## config.mk

```make
export PLATFORM = sky130hd
export DESIGN_NAME = serpentine_raster_scan_controller
export DESIGN_NICKNAME = d
export VERILOG_FILES = /design/src/hdl/srsc_pkg.sv /design/src/hdl/srsc_front.sv /design/src/hdl/srsc_queue.sv /design/src/hdl/srsc_back.sv /design/src/hdl/serpentine_raster_scan_controller.sv
export SDC_FILE = /design/constraint.sdc
export NUM_CORES = 1
export LEC_CHECK = 0
export BUFFER_PORTS_ARGS = -buffer_cell sky130_fd_sc_hd__buf_2
export CAP_MARGIN = 30
export CORE_MARGIN = 4
export CORE_UTILIZATION = 60
export DETAILED_ROUTE_END_ITERATION = 7
export PLACE_DENSITY = 0.8
export SYNTH_ARGS = -nofsm -noshare
export SYNTH_HDL_FRONTEND = slang
export SYNTH_SLANG_ARGS = --single-unit
```

## constraint.sdc

```tcl
create_clock -name clk -period 13.1 [get_ports clk]
set_clock_uncertainty 0.05 [all_clocks]
set_input_delay 1.965 -clock clk [delete_from_list [all_inputs] [get_ports clk]]
set_output_delay 1.965 -clock clk [all_outputs]
set_load 0.01 [all_outputs]
```

## src/hdl/srsc_pkg.sv

```systemverilog
// shared types and constants of the serpentine raster scan controller
`timescale 1ns / 1ps

package srsc_pkg;

	localparam int unsigned POS_W   = 16;
	localparam int unsigned IDX_W   = 3;
	localparam int unsigned KIND_W  = 3;
	localparam int unsigned Q_DEPTH = 2;

	localparam logic [POS_W-1:0] MID_SCALE = 16'h8000;

	localparam logic OP_START  = 1'b0;
	localparam logic OP_SAMPLE = 1'b1;

	localparam logic [IDX_W-1:0] REG_MODE     = 3'd0;
	localparam logic [IDX_W-1:0] REG_X_BEGIN  = 3'd1;
	localparam logic [IDX_W-1:0] REG_X_END    = 3'd2;
	localparam logic [IDX_W-1:0] REG_Y_BEGIN  = 3'd3;
	localparam logic [IDX_W-1:0] REG_Y_END    = 3'd4;
	localparam logic [IDX_W-1:0] REG_STEP     = 3'd5;
	localparam logic [IDX_W-1:0] REG_SETPOINT = 3'd6;
	localparam logic [IDX_W-1:0] REG_CRASH    = 3'd7;

	localparam logic [POS_W-1:0] CRASH_RESET = 16'h8000;

	typedef enum logic [KIND_W-1:0] {
		KIND_IDLE     = 3'd0,
		KIND_STARTED  = 3'd1,
		KIND_ZSTEP    = 3'd2,
		KIND_MEASURED = 3'd3,
		KIND_BACKWARD = 3'd4
	} kind_t;

	typedef struct packed {
		logic             cc_mode;
		logic [POS_W-1:0] x_begin;
		logic [POS_W-1:0] x_end;
		logic [POS_W-1:0] y_begin;
		logic [POS_W-1:0] y_end;
		logic [POS_W-1:0] step_size;
		logic [POS_W-1:0] setpoint;
		logic [POS_W-1:0] crash_limit;
	} cfg_t;

	// one classified transaction waiting for the back end
	typedef struct packed {
		logic             opcode;
		logic [POS_W-1:0] sample;
		logic [POS_W-1:0] z_start;
		logic [POS_W-1:0] mid_dist;
		logic             below_set;
		logic             above_crash;
	} entry_t;

endpackage

```

## src/hdl/srsc_front.sv

```systemverilog
// front end: classifies incoming transactions ahead of the sequencer
`timescale 1ns / 1ps

module srsc_front (
	input  logic                       in_valid,
	input  logic                       q_full,
	input  logic                       opcode,
	input  logic [srsc_pkg::POS_W-1:0] sample,
	input  logic [srsc_pkg::POS_W-1:0] z_start,
	input  srsc_pkg::cfg_t             cfg,
	output logic                       push,
	output srsc_pkg::entry_t           entry
);

	logic [srsc_pkg::POS_W-1:0] mid_dist;

	// distance from mid-scale, at most half scale
	always_comb begin
		if (sample[srsc_pkg::POS_W-1]) begin
			mid_dist = sample - srsc_pkg::MID_SCALE;
		end else begin
			mid_dist = srsc_pkg::MID_SCALE - sample;
		end
	end

	assign push              = in_valid & ~q_full;
	assign entry.opcode      = opcode;
	assign entry.sample      = sample;
	assign entry.z_start     = z_start;
	assign entry.mid_dist    = mid_dist;
	assign entry.below_set   = mid_dist < cfg.setpoint;
	assign entry.above_crash = mid_dist > cfg.crash_limit;

endmodule

```

## src/hdl/srsc_queue.sv

```systemverilog
// short queue between front end and sequencer
`timescale 1ns / 1ps

module srsc_queue #(
	parameter int unsigned DEPTH = 2
) (
	input  logic             clk,
	input  logic             arst_n,
	input  logic             push,
	input  srsc_pkg::entry_t wr_entry,
	input  logic             pop,
	output srsc_pkg::entry_t rd_entry,
	output logic             full,
	output logic             not_empty
);

	localparam int unsigned AW = (DEPTH > 1) ? $clog2(DEPTH) : 1;
	localparam int unsigned CW = $clog2(DEPTH + 1);
	localparam logic [AW-1:0] LAST = AW'(DEPTH - 1);

	srsc_pkg::entry_t mem_q [DEPTH];
	logic [AW-1:0] wr_ptr_q;
	logic [AW-1:0] rd_ptr_q;
	logic [CW-1:0] count_q;

	assign full      = count_q == CW'(DEPTH);
	assign not_empty = count_q != '0;
	assign rd_entry  = mem_q[rd_ptr_q];

	always_ff @(posedge clk or negedge arst_n) begin
		if (!arst_n) begin
			wr_ptr_q <= '0;
			rd_ptr_q <= '0;
			count_q  <= '0;
		end else begin
			if (push) begin
				wr_ptr_q <= (wr_ptr_q == LAST) ? '0 : wr_ptr_q + 1'b1;
			end
			if (pop) begin
				rd_ptr_q <= (rd_ptr_q == LAST) ? '0 : rd_ptr_q + 1'b1;
			end
			if (push && !pop) begin
				count_q <= count_q + 1'b1;
			end else if (pop && !push) begin
				count_q <= count_q - 1'b1;
			end
		end
	end

	always_ff @(posedge clk) begin
		if (push) begin
			mem_q[wr_ptr_q] <= wr_entry;
		end
	end

endmodule

```

## src/hdl/srsc_back.sv

```systemverilog
// back end: scan position state, z feedback and result register
`timescale 1ns / 1ps

module srsc_back #(
	parameter int unsigned Z_STEP        = 1,
	parameter int unsigned RETRACT_STEP  = 0,
	parameter int unsigned START_BACKOFF = 1000
) (
	input  logic                       clk,
	input  logic                       arst_n,
	input  srsc_pkg::cfg_t             cfg,
	input  srsc_pkg::entry_t           entry,
	input  logic                       q_not_empty,
	output logic                       pop,
	output logic                       out_valid,
	input  logic                       out_stall,
	output srsc_pkg::kind_t            kind,
	output logic [srsc_pkg::POS_W-1:0] x_pos,
	output logic [srsc_pkg::POS_W-1:0] y_pos,
	output logic [srsc_pkg::POS_W-1:0] z_pos,
	output logic [srsc_pkg::POS_W-1:0] pixel_value,
	output logic                       crash_retreat,
	output logic                       z_fault,
	output logic                       scan_done
);

	localparam int unsigned W = srsc_pkg::POS_W;
	localparam logic [W-1:0] ZSTEP_C   = W'(Z_STEP);
	localparam logic [W-1:0] RETRACT_C = W'(RETRACT_STEP);
	localparam logic [W-1:0] BACKOFF_C = W'(START_BACKOFF);

	logic [W-1:0] x_q, y_q, z_q;
	logic         fwd_q, active_q;
	logic [W-1:0] x_d, y_d, z_d;
	logic         fwd_d, active_d;

	logic         out_valid_q;
	srsc_pkg::kind_t kind_q, kind_d;
	logic [W-1:0] rx_q, ry_q, z_out_q, pix_q;
	logic [W-1:0] rx_d, ry_d, pix_d;
	logic         crash_q, fault_q, done_q;
	logic         crash_d, fault_d, done_d, adv;

	logic [W:0]   z_up, x_fwd, x_lim, y_next;

	assign pop   = q_not_empty & (~out_valid_q | ~out_stall);
	assign z_up  = {1'b0, z_q} + {1'b0, ZSTEP_C};
	assign x_fwd = {1'b0, x_q} + {1'b0, cfg.step_size};
	// stepping back would cross x_begin or go below zero
	assign x_lim  = {1'b0, cfg.step_size} + {1'b0, cfg.x_begin};
	assign y_next = {1'b0, y_q} + {1'b0, cfg.step_size};

	always_comb begin
		x_d      = x_q;
		y_d      = y_q;
		z_d      = z_q;
		fwd_d    = fwd_q;
		active_d = active_q;
		kind_d   = srsc_pkg::KIND_IDLE;
		rx_d     = x_q;
		ry_d     = y_q;
		pix_d    = '0;
		crash_d  = 1'b0;
		fault_d  = 1'b0;
		done_d   = 1'b0;
		adv      = 1'b0;
		if (entry.opcode == srsc_pkg::OP_START) begin
			x_d      = cfg.x_begin;
			y_d      = cfg.y_begin;
			z_d      = entry.z_start;
			if (cfg.cc_mode) begin
				if (entry.z_start < BACKOFF_C) begin
					z_d     = '0;
					fault_d = 1'b1;
				end else begin
					z_d = entry.z_start - BACKOFF_C;
				end
			end
			fwd_d    = 1'b1;
			active_d = 1'b1;
			kind_d   = srsc_pkg::KIND_STARTED;
			rx_d     = cfg.x_begin;
			ry_d     = cfg.y_begin;
		end else if (active_q) begin
			adv = 1'b1;
			if (!fwd_q) begin
				kind_d = srsc_pkg::KIND_BACKWARD;
			end else if (!cfg.cc_mode) begin
				kind_d  = srsc_pkg::KIND_MEASURED;
				pix_d   = entry.sample;
				crash_d = entry.above_crash;
			end else if (entry.below_set) begin
				if (z_up[W]) begin
					z_d     = '1;
					fault_d = 1'b1;
					kind_d  = srsc_pkg::KIND_MEASURED;
				end else begin
					z_d    = z_up[W-1:0];
					kind_d = srsc_pkg::KIND_ZSTEP;
					adv    = 1'b0;
				end
			end else begin
				kind_d = srsc_pkg::KIND_MEASURED;
				if (z_q < RETRACT_C) begin
					z_d     = '0;
					fault_d = 1'b1;
				end else begin
					z_d     = z_q - RETRACT_C;
					pix_d   = entry.mid_dist;
					crash_d = entry.above_crash;
				end
			end
		end
		if (adv) begin
			if (fwd_q) begin
				if (x_fwd > {1'b0, cfg.x_end}) begin
					fwd_d = 1'b0;
				end else begin
					x_d = x_fwd[W-1:0];
				end
			end else if ({1'b0, x_q} < x_lim) begin
				fwd_d = 1'b1;
				if (y_next > {1'b0, cfg.y_end}) begin
					active_d = 1'b0;
					done_d   = 1'b1;
				end else begin
					y_d = y_next[W-1:0];
				end
			end else begin
				x_d = x_q - cfg.step_size;
			end
		end
	end

	always_ff @(posedge clk or negedge arst_n) begin
		if (!arst_n) begin
			x_q         <= '0;
			y_q         <= '0;
			z_q         <= '0;
			fwd_q       <= 1'b0;
			active_q    <= 1'b0;
			out_valid_q <= 1'b0;
		end else begin
			if (pop) begin
				x_q      <= x_d;
				y_q      <= y_d;
				z_q      <= z_d;
				fwd_q    <= fwd_d;
				active_q <= active_d;
			end
			if (!out_valid_q || !out_stall) begin
				out_valid_q <= q_not_empty;
			end
		end
	end

	always_ff @(posedge clk) begin
		if (pop) begin
			kind_q  <= kind_d;
			rx_q    <= rx_d;
			ry_q    <= ry_d;
			z_out_q <= z_d;
			pix_q   <= pix_d;
			crash_q <= crash_d;
			fault_q <= fault_d;
			done_q  <= done_d;
		end
	end

	assign out_valid     = out_valid_q;
	assign kind          = kind_q;
	assign x_pos         = rx_q;
	assign y_pos         = ry_q;
	assign z_pos         = z_out_q;
	assign pixel_value   = pix_q;
	assign crash_retreat = crash_q;
	assign z_fault       = fault_q;
	assign scan_done     = done_q;

endmodule

```

## src/hdl/serpentine_raster_scan_controller.sv

```systemverilog
// top level of the serpentine raster scan controller
`timescale 1ns / 1ps

// serpentine raster scan controller for a scanning probe
// input channel: in_valid / in_stall with opcode, sample and z_start; a transaction
//   moves at a rising edge with in_valid high and in_stall low
// opcode start loads x,y from their begin registers and z from z_start (less the
//   start backoff in constant-current mode); opcode sample handles one pixel
// output channel: out_valid / out_stall, one result transaction per input transaction,
//   in order; the result payload holds while out_stall is high
// configuration: cfg_valid / cfg_ready write port, cfg_index selects the register,
//   cfg_ready is always high; write only while no transaction is in flight
// an accepted transaction is written into the queue, and the result register loads it
//   from the queue head once that register is free; out_valid then rises
// throughput: one transaction per cycle while out_stall is low; the sequencer does a
//   handful of 17-bit adds and compares on the registered scan state each cycle
// a two-entry queue parts front end and sequencer; in_stall rises only when it is full,
//   which happens once out_stall has held back the result register
// reset: asynchronous, scan idle, positions zero, crash limit at mid-scale distance,
//   other configuration registers zero; no clearing pass is needed
module serpentine_raster_scan_controller #(
	parameter int unsigned Z_STEP        = 1,
	parameter int unsigned RETRACT_STEP  = 0,
	parameter int unsigned START_BACKOFF = 1000
) (
	input  logic                       clk,
	input  logic                       arst_n,
	// input transactions
	input  logic                       in_valid,
	output logic                       in_stall,
	input  logic                       opcode,
	input  logic [srsc_pkg::POS_W-1:0] sample,
	input  logic [srsc_pkg::POS_W-1:0] z_start,
	// result transactions
	output logic                       out_valid,
	input  logic                       out_stall,
	output logic [srsc_pkg::KIND_W-1:0] kind,
	output logic [srsc_pkg::POS_W-1:0] x_pos,
	output logic [srsc_pkg::POS_W-1:0] y_pos,
	output logic [srsc_pkg::POS_W-1:0] z_pos,
	output logic [srsc_pkg::POS_W-1:0] pixel_value,
	output logic                       crash_retreat,
	output logic                       z_fault,
	output logic                       scan_done,
	// configuration writes
	input  logic                       cfg_valid,
	output logic                       cfg_ready,
	input  logic [srsc_pkg::IDX_W-1:0] cfg_index,
	input  logic [srsc_pkg::POS_W-1:0] cfg_data
);

	srsc_pkg::cfg_t   cfg_q;
	srsc_pkg::entry_t push_entry;
	srsc_pkg::entry_t head_entry;
	srsc_pkg::kind_t  kind_w;
	logic             push, pop, q_full, q_not_empty;

	// register file, always ready
	assign cfg_ready = 1'b1;

	always_ff @(posedge clk or negedge arst_n) begin
		if (!arst_n) begin
			cfg_q <= '{cc_mode: 1'b0, x_begin: '0, x_end: '0, y_begin: '0, y_end: '0,
				step_size: '0, setpoint: '0, crash_limit: srsc_pkg::CRASH_RESET};
		end else if (cfg_valid && cfg_ready) begin
			case (cfg_index)
				srsc_pkg::REG_MODE:     cfg_q.cc_mode     <= cfg_data[0];
				srsc_pkg::REG_X_BEGIN:  cfg_q.x_begin     <= cfg_data;
				srsc_pkg::REG_X_END:    cfg_q.x_end       <= cfg_data;
				srsc_pkg::REG_Y_BEGIN:  cfg_q.y_begin     <= cfg_data;
				srsc_pkg::REG_Y_END:    cfg_q.y_end       <= cfg_data;
				srsc_pkg::REG_STEP:     cfg_q.step_size   <= cfg_data;
				srsc_pkg::REG_SETPOINT: cfg_q.setpoint    <= cfg_data;
				srsc_pkg::REG_CRASH:    cfg_q.crash_limit <= cfg_data;
				default: begin
				end
			endcase
		end
	end

	// front end: mid-scale distance and threshold compares
	srsc_front u_front (
		.in_valid (in_valid),
		.q_full   (q_full),
		.opcode   (opcode),
		.sample   (sample),
		.z_start  (z_start),
		.cfg      (cfg_q),
		.push     (push),
		.entry    (push_entry)
	);

	assign in_stall = q_full;

	// decoupling queue
	srsc_queue #(
		.DEPTH (srsc_pkg::Q_DEPTH)
	) u_queue (
		.clk       (clk),
		.arst_n    (arst_n),
		.push      (push),
		.wr_entry  (push_entry),
		.pop       (pop),
		.rd_entry  (head_entry),
		.full      (q_full),
		.not_empty (q_not_empty)
	);

	// sequencer and result register
	srsc_back #(
		.Z_STEP        (Z_STEP),
		.RETRACT_STEP  (RETRACT_STEP),
		.START_BACKOFF (START_BACKOFF)
	) u_back (
		.clk           (clk),
		.arst_n        (arst_n),
		.cfg           (cfg_q),
		.entry         (head_entry),
		.q_not_empty   (q_not_empty),
		.pop           (pop),
		.out_valid     (out_valid),
		.out_stall     (out_stall),
		.kind          (kind_w),
		.x_pos         (x_pos),
		.y_pos         (y_pos),
		.z_pos         (z_pos),
		.pixel_value   (pixel_value),
		.crash_retreat (crash_retreat),
		.z_fault       (z_fault),
		.scan_done     (scan_done)
	);

	assign kind = kind_w;

endmodule

```

### Word level (Yosys, flattened, before mapping)

Memories as Yosys holds them, arrays and structs flattened.
Index checks and enable logic that the tools add are counted.

* memory bits (writable): 102
* output and inout bits: 73
* memory bits (read-only): 0
* flip-flop bits (word level): 238
* input bits: 57
* logic and storage cells: 146
* memories: 1
* latch bits: 0

* $add $sub $neg: 12
* bitwise gates (word level): 8
* reduce and logical (&&, ||, !) cells: 21
* multiplexer cells: 62
* order comparisons: 7
* shifts and indexed selects: 0
* multiply operators: 0
* div/mod/pow operators: 0
* equal/unequal tests: 8

Memories
* u_queue.mem_q: words 2, width 51, rd ports 1, clocked after Yosys merged registers in 0, wr ports 1, line srsc_queue.sv:21 `srsc_pkg::entry_t mem_q [DEPTH];`

Operators by type and width (number)
* $mux 16: 23
* $add 16x16->17: 3
* $mux 1: 35
* $gt 17x16->1: 2
* $reduce_and 2->1: 9
* $add 16x1->17 const B: 1
* $lt 16x17->1: 1
* $gt 16x16->1: 1
* $lt 16x1->1 const B: 1
* $lt 16x10->1 const B: 1
* $lt 16x16->1: 1
* $sub 16x10->16 const B: 1
* $sub 16x16->16: 1
* $sub 16x16->16 const A: 1
* $sub 16x16->16 const B: 1
* $eq 3x3->1 const B: 4
* $eq 3x2->1 const B: 2
* $mux 3: 2
* $not 1->1: 5
* $logic_not 1->1: 4
* $mux 2: 2
* $reduce_bool 2->1: 2
* $eq 3x1->1 const B: 1
* $logic_not 3->1: 1
* other kinds (10): 13

### Depth between registers and ports, before layout

Gate-level depths: netlist of run 1.

* depth after elaboration: 9
* gate-level depth with buffers: 23
* depth with buffers taken out: 21

### Modules after synthesis

A second synthesis of run 1 with hierarchy kept.

* cell total of the unflattened synthesis: 1758
* area, all modules: 20220.6 µm²

Modules (own cells, without submodules)
* srsc_back: sequential area each 3378.2 µm², area an instance 10228.6 µm², cells each 1140, times used 1
* serpentine_raster_scan_controller: sequential area each 2829.0 µm², area an instance 4513.1 µm², cells each 250, times used 1
* srsc_queue: sequential area each 3163.0 µm², area an instance 4121.5 µm², cells each 175, times used 1
* srsc_front: sequential area each 0.0 µm², area an instance 1357.6 µm², cells each 193, times used 1

### Worst setup path before layout of run 1

No wires, ideal clock.

* path kind: input-to-reg
* start: input out_stall
* end: register u_back.crash_q (netlist: u_back.crash_retreat) (enable)
* required time: 12.588 ns
* setup slack: 8.187 ns
* stages on the path: 4
* buffers on the path: 1
* library setup time: 0.462 ns
* data arrival time: 4.401 ns
* cells stage by stage: nand2_1 o21ai_1 inv_2 clkbuf_1

* word-level cells in the longest chain between the ends: 3

RTL lines
* start: declaration: line serpentine_raster_scan_controller.sv:36 `input logic out_stall,`
* $not 1->1: line srsc_back.sv:46 `assign pop = q_not_empty & (~out_valid_q | ~out_stall);`
* $or 1x1->1: line srsc_back.sv:46
* $and 1x1->1: line srsc_back.sv:46
* named net pop: line serpentine_raster_scan_controller.sv:56 `logic push, pop, q_full, q_not_empty;`
* end signal: assignment: line srsc_back.sv:164 `crash_q <= crash_d;`
* end: declaration: line srsc_back.sv:41 `logic crash_q, fault_q, done_q;`

The timed path passes the listed nets, and every way through them passes these cells.
A chain may end at the register's enable or synchronous reset.

### Worst setup path after layout of run 1

* start: register cfg_q[35] in the netlist's numbering
* end: register u_back.y_q[9]

* word-level cells in the longest chain between the ends: 6
* elaborated cells between the ends (all ways): 8
* those cells by class: add/sub (2); order compare (2); mux (4)

RTL lines
* start: declaration: line serpentine_raster_scan_controller.sv:52 `srsc_pkg::cfg_t cfg_q;`
* start signal: assignment: line serpentine_raster_scan_controller.sv:63 `cfg_q <= '{cc_mode: 1'b0, x_begin: '0, x_end: '0, y_begin: '0, y_end: '0,`
* $add 16x16->17: line srsc_back.sv:51 `assign y_next = {1'b0, y_q} + {1'b0, cfg.step_size};`
* $gt 17x16->1: line srsc_back.sv:123 `if (y_next > {1'b0, cfg.y_end}) begin`
* $mux 16: line srsc_back.sv:123
* $mux 16 *: line srsc_back.sv:121 `end else if ({1'b0, x_q} < x_lim) begin`
* $mux 16 *: line srsc_back.sv:115 `if (fwd_q) begin`
* $mux 16 *: line srsc_back.sv:114 `if (adv) begin`
* end signal: assignment: line srsc_back.sv:146 `y_q <= y_d;`
* end: declaration: line srsc_back.sv:32 `logic [W-1:0] x_q, y_q, z_q;`

Every way passes the cells marked *; elsewhere a longest branch is shown, timed or not.

==> results of run 1 <==
## cells by family (layout without fill, tap and decap cells)
logic type | Yosys count | after routing | synth area share [%]
and+or+nand+nor | 491 | 491 | 11.74
AOI/OAI and AO/OA | 386 | 386 | 12.75
xor gates and xnor gates | 84 | 84 | 3.832
other | 1 | 4 | 0.01953
adders and majority gates | 149 | 149 | 9.866
DFF | 338 | 338 | 48.49
buffers and inverters | 183 | 331 | 3.884
muxes | 168 | 168 | 9.423
## registers in the layout, indices dropped and copies added, names as in the netlist, 2 cells and up
name,count
u_back.z_pos,16
cfg_q,113
u_back.pixel_value,16
u_back.x_q,16
u_back.x_pos,16
u_queue.mem_q,100
u_back.z_q,16
u_back.kind,3
u_back.y_q,16
u_back.y_pos,16
u_queue.count_q,2
## per-layer routing
layer / part of all wire [%] / vias to the layer above / track usage (%) / wire (µm)
met5: 0.026 / - / 0 / 13
li1: - / 6772 / - / -
met1: 42 / 7094 / 40.21 / 21300
met2: 46 / 785 / 45.17 / 23290
met4: 3.2 / 2 / 9.357 / 1651
met3: 9.1 / 116 / 4.610 / 4614
## stage by stage
stage / std cells / hold WS (ps)
final: 2353 / 455.2
after global routing: 2353 / 461.0
after CTS: 2348 / 456.6
after detailed placement: 2282 / 443.1
after global placement: 2280 / 433.2
after floorplan: 1800 / 410.8
## how the worst max path moves through the flow
| stage | endpoint | slack, ps | cells after the start |
|---|---|---|---|
| 2_1_floorplan | u_back.crash_retreat | 8190 | 4 |
| 3_3_place_gp | u_back.y_q[14] | 7600 | 19 |
| 3_5_place_dp | u_back.y_q[9] | 7810 | 20 |
| 4_1_cts | u_back.y_q[9] | 7760 | 20 |
| 5_1_grt | u_back.y_q[9] | 7290 | 20 |
| 6_report | u_back.y_q[9] | 7720 | 20 |
## where the power goes
group / total (mW) / internal, mW / switching, mW
combinational: 2.66 / 1.03 / 1.63
clock: 1.11 / 0.679 / 0.429
sequential: 1.78 / 1.53 / 0.242
total: 5.55 / 3.24 / 2.30
## worst max-delay path, stage by stage (launching register included)
cell	delay, ps
dfrtp_1	450
ha_1	390
and2_1	170
a311oi_1	370
o2bb2ai_1	210
o2111ai_1	200
o2111a_1	180
o21a_1	180
o21ai_1	190
mux2i_1	100
a2111oi_0	420
ha_1	320
nor2b_1	130
o21ai_0	230
o41ai_2	120
nor2_1	210
or2_4	330
and3_1	450
buf_16	210
mux2i_1	220
o21ai_1	80
## final cells by class
type | instances | area (µm²) | share of cell area [%]
Antenna cell | 3 | 7.507 | 0.03473
Clock buffer | 50 | 1076 | 4.978
Clock inverter | 16 | 245.2 | 1.134
Inverter | 119 | 449.2 | 2.078
Multi-Input combinational cell | 1279 | 9193 | 42.52
Sequential cell | 338 | 9314 | 43.09
Tap cell | 402 | 503.0 | 2.327
Timing Repair Buffer | 146 | 829.5 | 3.837
## cell usage in the layout, fill, tap and decap left out, drive strengths merged, types with 5 or more instances in the layout
master and n:
clkinv 10, dfrtp 167, o22a 17, and3 15
mux2 102, xor2 38, o221ai 5, nor2 109
o21bai 8, or3 11, a21o 26, o21ai 115
edfxtp 170, nor4 11, and2 7, inv 120
clkbuf 50, o21a 14, o211ai 5, nand3 31
buf 146, nor2b 12, a21oi 106, xnor2 46
nand4 16, or2 7, mux2i 66, nor3 32
nand2 208, o22ai 11, a31o 5, bufinv 5
nand2b 17, a311oi 5, a2111oi 7, ha 145
a211oi 9, o2111ai 5, a31oi 13
==> flow_summary.yaml, run 1 <==
synth:
  netlist_top_cells_count: "nand2_1 (207), edfxtp_1 (170), dfrtp_1 (167), ha_1 (145), inv_1 (118)"
  syn_nets: 2006
  ys_seq_area_share_pct: 48.49
  synth_edf_count: 170
  netlist_area_mm2: 0.01920
  synth.most_common_cell: "nand2_1"
  async_flop_share_pct: 49.70
  synth_flop_cell: "edfxtp_1"
  syn_inst: 1800
  netlist-cell-type-count: 81
  yosysTopAreaCell: "edfxtp_1"
  ys_ff_latch: 338
  syn_area_per_cell_um2: 10.67
  yosys_warnings: 0
  synth_area_leaders: "edfxtp_1 (27%), dfrtp_1 (22%), ha_1 (9.4%)"
  yosys.area.top_type_share_pct: 26.59
clock_tree:
  cts.sinks: 338
  cts_buffers: 36
  cts_tree: "yes"
  cts.clk_slew.worst_paths_ps: 60
  h-tree-depth: 2
  ctsHoldBuffers: 0
  cts_buffer_depth: 3
  clkLatencyLatePin_ps: 540
  postCtsSetupRepairBufs: 0
  cts_resized: 0
  clockRootBuffer: "clkbuf_16"
floorplanning:
  die_h_um: 186.9
  num_io_pins: 130
  die-area_mm2: 0.03493
  core_mm2: 0.03156
  die_w_um: 186.9
  initial_core_util_pct: 60.85
  fp-row-count: 65
global_route:
  antenna_found_initial: 3
  track_usage_pct: 28.34
  grt_max_degree: 86
  grt_pass1_vias: 14450
  grt_pass1_wl_um: 79480
  gr-total-overflow: 0
sta:
  relSlewSlack_pct: 33.37
  finalSetupViolCount: 0
  max_slew.worst_pin.slew_ps: 994.2
  finalSetupTns_ps: 0
  hold_viol_final: 0
  period_minus_slack_ps: 5383
  postLayoutSetupSlackWorst_ps: 7717
  slew_viol_final: 0
  rsz0062_at_grt: "no"
  max_freq_ghz: 0.1858
  period_share_pct: 41.09
route:
  drc: 0
  drt-total-wl_um: 50860
  wire_per_inst_um: 21.62
  vias_per_cell: 6.277
  first_pass_iters: 6
  drtIter0Drc: 1216
  ant_nets: 0
  vias: 14770
place:
  pre_cts_slack_ps: 7810
  placement.cell_area_mm2: 0.02026
  dp_hpwl_um: 35770
  port-buffer-count: 128
  place_congestion: 1.011
pwr:
  power.density_mw_per_mm2: 256.6
  p_leak_nw: 9.473
  total_power_mw: 5.546
  ir_drop_uv: 189.3
final_layout:
  post_route_cells_drive_above_1_share_pct: 17.35
  finish.utilization_pct: 68.51
  nets: 2126
  synthToLayoutAreaGrowth_pct: 12.58
  stdcell_area_mm2: 0.02162
  fill_cells: 2302
setup_path:
  cp_max_fo: 21
  start_kind: "flop"
  cp_data_arrival_time_ps: 5710
  regToRegSetupSlack_ps: 7720
  startpoint: "cfg_q[35]"
  timing.rr.start: "cfg_q[35]"
  worstRegToRegCells: 20
  endpoint_kind: "flop"
  critical_path_required_ps: 13420
  critPathKind: "flop to flop"
  r2r_end: "u_back.y_q[9]"
min_path:
  min-delay-path-class: "flop to flop"
  worstHoldEndpoint: "cfg_q[8]"
  hold_depth: 1
  worstHoldStart: "cfg_q[8]"
status:
  status: "finished clean"
job:
  max-cap-violations: 0
Note: power is estimated with default switching activity, not from simulation.
==> run 2, diff against run 1 <==
==> constraint.sdc (replaced) <==
create_clock -name clk -period 4.97 [get_ports clk]
set_clock_uncertainty 0.05 [all_clocks]
set_input_delay 0.7455 -clock clk [delete_from_list [all_inputs] [get_ports clk]]
set_output_delay 0.7455 -clock clk [all_outputs]
set_load 0.01 [all_outputs]
==> run 2 against run 1 <==
- first-iteration DRC count is 19% higher
- utilization rose by 0.92 points
- global-route usage rose by 0.27 points
- sequential power grew to 2.6 times the previous value
- clock-buffer cell count shrank 6
- register-to-register slack got worse by 7600 ps
- non-clock buffer count grew 25
- clock power grew to 2.6 times the previous value
- combinational power rose to 2.8 times the previous value
- power rose to 2.7 times the previous value
- hold slack worse by 100 ps
- routed wire length is 0.38% lower
- critical path type unchanged
- critical endpoint is now u_back.x_q[0]
==> flow_summary.yaml, run 2 (synthesized netlist as in run 1, its figures left out) <==
status:
  status: "finished clean"
pwr:
  power.density_mw_per_mm2: 680.5
  p_leak_nw: 9.604
  ir_drop_uv: 468.1
floorplanning:
  die-area_mm2: 0.03493
  initial_core_util_pct: 60.85
  die_h_um: 186.9
  num_io_pins: 130
  fp-row-count: 65
  core_mm2: 0.03156
  die_w_um: 186.9
final_layout:
  fill_cells: 2272
  post_route_cells_drive_above_1_share_pct: 19.81
  final_common_cell: "nand2_1"
  final_cell_mix: "nand2_1 (207), edfxtp_1 (170), dfrtp_1 (164)"
  layout.cells.non_filler: 2380
  largest_register: "cfg_q"
  largest_reg_flops: 113
  top_regs: "cfg_q: 113 flops, u_queue.mem_q: 100 flops"
  nets: 2152
  synthToLayoutAreaGrowth_pct: 14.10
setup_path:
  start_kind: "flop"
  critical_path_required_ps: 5320
  cp_data_arrival_time_ps: 5210
  critPathKind: "flop to flop"
  critical-path-slowest-cell: "fa_2"
  endpoint_kind: "flop"
  cp_max_fo: 6
  slowest_delay_ps: 410
  cp_cell_sequence: "buf_6 -> clkinvlp_4 -> fa_2 -> nand2b_1 -> a21oi_2 -> o21ai_2 -> o21bai_1 -> nand2_1 -> nand2b_1 -> a21o_1 -> a21oi_1 -> xor2_1 -> ha_1 -> nand3_1 -> or3_4 -> o41ai_4 -> nor2_2 -> or2_4 -> buf_6 -> mux2_4 -> o221ai_2 -> o311ai_1"
sta:
  period_minus_slack_ps: 4860
  max_freq_ghz: 0.2058
  max_slew.worst_pin.slew_ps: 1024
  finalSetupViolCount: 0
  postLayoutSetupSlackWorst_ps: 110.3
  period_share_pct: 97.78
  hold_viol_final: 0
  hold_ws_ps: 352.6
  slew_viol_final: 0
  rsz0062_at_grt: "yes"
  relSlewSlack_pct: 30.25
clock_tree:
  cts_buffers: 36
  clkLatencyLatePin_ps: 550
  cts_buffer_depth: 3
  clockRootBuffer: "clkbuf_16"
  cts.sinks: 338
  cts_tree: "yes"
  cts.clk_slew.worst_paths_ps: 70
  h-tree-depth: 2
global_route:
  track_usage_pct: 28.61
  gr-total-overflow: 0
  grt_pass1_wl_um: 80570
  antenna_found_initial: 4
  grt_max_degree: 96
  grt_pass1_vias: 14760
route:
  wire_per_inst_um: 21.29
  drc: 0
  first_pass_iters: 7
  ant_nets: 0
  drtIter0Drc: 1445
  vias_per_cell: 6.274
  vias: 14930
  drt-total-wl_um: 50670
place:
  port-buffer-count: 128
  dp_hpwl_um: 36120
  place_congestion: 1.045
  dp.cells: 2299
  pre_cts_slack_ps: -144.3
job:
  max-cap-violations: 0
min_path:
  min-delay-path-class: "primary input to flop"
## run 2: metrics by stage
stage / utilization (%) / total power, mW / area (µm²) / TNS (ps)
after global routing: 69.43 / 15.86 / 21910 / -1426
after floorplan: - / 9.529 / 19200 / 0
final: 69.43 / 14.91 / 21910 / 0
after CTS: 68.73 / 14.61 / 21690 / 0
after global placement: 64.50 / 11.36 / 20350 / 0
after detailed placement: 64.50 / 11.64 / 20350 / -1551
## run 2: worst paths after layout
check                           start              endpoint  slack [ps]  cells after the start
max reg2reg                 cfg_q[33]         u_back.x_q[0]         110                     22
min in group asynchronous      arst_n             cfg_q[83]         530                      2
max                         cfg_q[33]         u_back.x_q[0]         110                     22
min                        z_start[8]  u_queue.mem_q[0][26]         350                      1
max in group asynchronous      arst_n             cfg_q[32]        3070                      4
min reg2reg                  cfg_q[5]              cfg_q[5]         450                      1
## run 2: layout make-up
type                    count  area (µm²)  share of cell area [%]
repair buffers            171        1007                   4.597
clock inverters            22       286.5                   1.308
flip-flops and latches    338        9316                   42.52
diodes                      4       10.01                 0.04569
clock buffers              44       983.4                   4.489
inverters                 119       452.9                   2.067
multi-input cells        1280        9349                   42.67
well taps                 402       503.0                   2.296
## run 2: critical path, delay by kind of cell (launching register included)
family / cells / cell delay [ps]
AO/OA/AOI/OAI: 8 / 1340
AND/OR/NAND/NOR: 7 / 1330
adder cells (fa/ha/maj): 2 / 720
buffers and inverters: 3 / 440
flip-flops: 1 / 370
multiplexers: 1 / 290
XOR/XNOR: 1 / 160
## run 2: report_power, final
part           total, mW  internal, mW  switching [mW]
clock network       2.84          1.70            1.14
registers           4.69          4.04           0.654
logic               7.38          2.95            4.43
## run 2: per-layer routing
metal	track usage, %	wire, µm
met5	0	0
met1	40.45	21060
met2	44.75	23030
met3	4.423	4432
met4	11.77	2150
## run 2: timing repair
item,CTS,global route
hold buffers,0,1
pin swaps,2,19
setup endpoints to repair,23,33
gates resized for setup,11,31
cloned,1,0
hold endpoints to repair,0,4
buffers inserted,2,6
==> run 3, diff against run 2 <==
--- a/config.mk
+++ b/config.mk
@@ -13,4 +13,5 @@
 export PLACE_DENSITY = 0.8
 export SYNTH_ARGS = -nofsm -noshare
 export SYNTH_HDL_FRONTEND = slang
+export SYNTH_HIERARCHICAL = 1
 export SYNTH_SLANG_ARGS = --single-unit
==> run 3 against run 2 <==
- via count fell by 6.0%
- utilization is 1.3 points lower
- non-clock buffer count decreased by 11
- register-to-register slack improved by 60 ps
- final area increased by 2.2%
==> flow_summary.yaml, run 3 <==
status:
  status: "finished clean"
floorplanning:
  num_io_pins: 130
  die_w_um: 191.6
  initial_core_util_pct: 61.52
  core_mm2: 0.03287
  die-area_mm2: 0.03670
  die_h_um: 191.6
  fp-row-count: 66
setup_path:
  endpoint_kind: "flop"
  cp_cell_sequence: "inv_2 -> ha_1 -> nand2b_1 -> a221oi_2 -> buf_4 -> o211ai_1 -> nor2b_1 -> o31a_1 -> nor4b_2 -> a211oi_1 -> ha_1 -> a2111oi_2 -> o21ai_1 -> a221oi_1 -> o2bb2ai_2 -> o211ai_1 -> clkbuf_16 -> o2bb2a_1 -> a311o_1"
  critPathKind: "flop to flop"
  critical_path_required_ps: 5350
  slowest_delay_ps: 440
  critical_path.top_delay_family: "compound AO/OA/AOI/OAI gates"
  path_buf_inv: 3
  start_kind: "flop"
  cp_data_arrival_time_ps: 5180
  cp_max_fo: 11
  critical-path-slowest-cell: "dfrtp_2"
global_route:
  grt_pass1_vias: 14300
  grt_pass1_wl_um: 77650
  antenna_found_initial: 1
  track_usage_pct: 26.60
  grt_max_degree: 81
  gr-total-overflow: 0
synth:
  yosys_warnings: 6
  synth_area_leaders: "edfxtp_1 (26%), dfrtp_1 (21%), ha_1 (9.0%)"
  syn_nets: 1964
  netlist-cell-type-count: 85
  synth_flop_cell: "edfxtp_1"
  syn_inst: 1758
  ys_seq_area_share_pct: 46.34
  syn_area_per_cell_um2: 11.50
  netlist_area_mm2: 0.02022
  yosys.area.top_type_share_pct: 25.54
  synth_edf_count: 172
  ys_ff_latch: 340
  netlist_top_cells_count: "edfxtp_1 (172), dfrtp_1 (167), ha_1 (145), inv_1 (119), mux2_2 (117)"
  yosysTopAreaCell: "edfxtp_1"
  synth.most_common_cell: "edfxtp_1"
  async_flop_share_pct: 49.41
sta:
  slew_viol_final: 0
  max_freq_ghz: 0.2082
  relSlewSlack_pct: 34.65
  hold_ws_ps: 217.9
  max_slew.worst_pin.slew_ps: 980.2
  finalSetupViolCount: 0
  finalSetupTns_ps: 0
  period_share_pct: 96.63
  hold_viol_final: 0
  postLayoutSetupSlackWorst_ps: 167.7
  period_minus_slack_ps: 4802
place:
  place_congestion: 0.9258
  port-buffer-count: 128
  pre_cts_slack_ps: -107.0
  dp_hpwl_um: 35100
pwr:
  power.density_mw_per_mm2: 678.9
  power_frac_comb_pct: 50.7
  ir_drop_uv: 488.0
  internal-power_mw: 9.038
  clkPwrFrac_pct: 18.7
  power.share.sequential_pct: 30.6
  p_switching_mw: 6.159
  total_power_mw: 15.20
  p_leak_nw: 9.751
  swShare_pct: 40.53
final_layout:
  fill_cells: 2387
  nets: 2064
  seqCellArea_mm2: 0.009376
  synthToLayoutAreaGrowth_pct: 10.71
  largest_reg_flops: 113
  top_regs: "cfg_q: 113 flops, u_queue/mem_q: 102 flops"
  largest_register: "cfg_q"
  finish.utilization_pct: 68.11
  multiInputGateArea_mm2: 0.009757
  final_common_cell: "edfxtp_1"
  final_cell_mix: "edfxtp_1 (172), dfrtp_1 (162), ha_1 (144)"
  post_route_cells_drive_above_1_share_pct: 24.80
clock_tree:
  cts_buffer_depth: 3
  cts.sinks: 340
  cts_tree: "yes"
  clkLatencyLatePin_ps: 540
  clockRootBuffer: "clkbuf_16"
  cts.clk_slew.worst_paths_ps: 70
  cts_buffers: 37
  h-tree-depth: 2
min_path:
  min-delay-path-class: "primary input to async pin"
route:
  wire_per_inst_um: 20.88
  drtIter0Drc: 1203
  vias_per_cell: 6.026
  vias: 14040
  first_pass_iters: 5
  ant_nets: 0
  drc: 0
  drt-total-wl_um: 48650
job:
  max-cap-violations: 0
-- run 3: final cells by class --
class	count	share of cell area [%]
well taps	442	2.470
inverters	120	2.023
clock buffers	53	4.672
repair buffers	160	4.326
flip-flops and latches	340	41.88
clock inverters	15	1.028
multi-input cells	1199	43.58
diodes	1	0.01118
-- run 3: final timing paths --
kind | from | end | slack (ps) | cells past startpoint
max | cfg_q[33] | u_back/x_q[0] | 170 | 19
min | arst_n | u_back/x_q[11] | 220 | 1
max reg2reg | cfg_q[33] | u_back/x_q[0] | 170 | 19
min reg2reg | cfg_q[69] | cfg_q[69] | 450 | 1
max in group asynchronous | arst_n | cfg_q[32] | 3520 | 2
min in group clk | z_start[0] | u_queue/mem_q[0][18] | 340 | 1
-- run 3: power by group through the flow --
stage,sequential [mW],clock [mW],combinational (mW)
6_report,4.65,2.84,7.71
2_1_floorplan,4.66,0,5.35
4_1_cts,4.64,2.88,7.42
3_5_place_dp,4.68,0,7.34
3_3_place_gp,4.64,0,7.15
5_1_grt,4.74,3.01,8.45
-- run 3: worst reg2reg max path, delay by kind of cell, from the launching register on --
family	cells	cell delay, ps
AO/OA/AOI/OAI	11	2510
adder cells (fa/ha/maj)	2	500
buffers and inverters	3	530
flip-flops	1	440
AND/OR/NAND/NOR	3	640
-- run 3: logic make-up after synthesis --
kind of cell | Yosys count | synth area share (%)
DFF | 340 | 46.34
xor gates and xnor gates | 87 | 3.768
muxes | 228 | 13.97
AOI/OAI and AO/OA | 326 | 10.22
adders and majority gates | 149 | 9.368
other | 1 | 0.01855
and+or+nand+nor | 408 | 10.46
buffers and inverters | 219 | 5.860
-- run 3: stage by stage --
stage	instances	cell area, µm²
global placement	2251	20890
floorplan	1758	20220
detailed placement	2255	20960
CTS	2325	22270
finish	2330	22390
global route	2330	22390
-- run 3: what timing repair did --
| action | CTS | global route |
|---|---|---|
| gates cloned | 0 | 1 |
| buffers inserted | 2 | 3 |
| hold buffers | 0 | 0 |
| resized for setup | 0 | 23 |
| setup endpoints to repair | 17 | 19 |
| pin swaps | 2 | 3 |
-- run 3: layer usage --
metal	part of all wire [%]	GRT usage [%]	routed length, µm
met5	0	0	0
met4	2.0	6.271	980
met3	5.9	4.198	2881
met2	49	44.68	23680
met1	43	36.72	21100
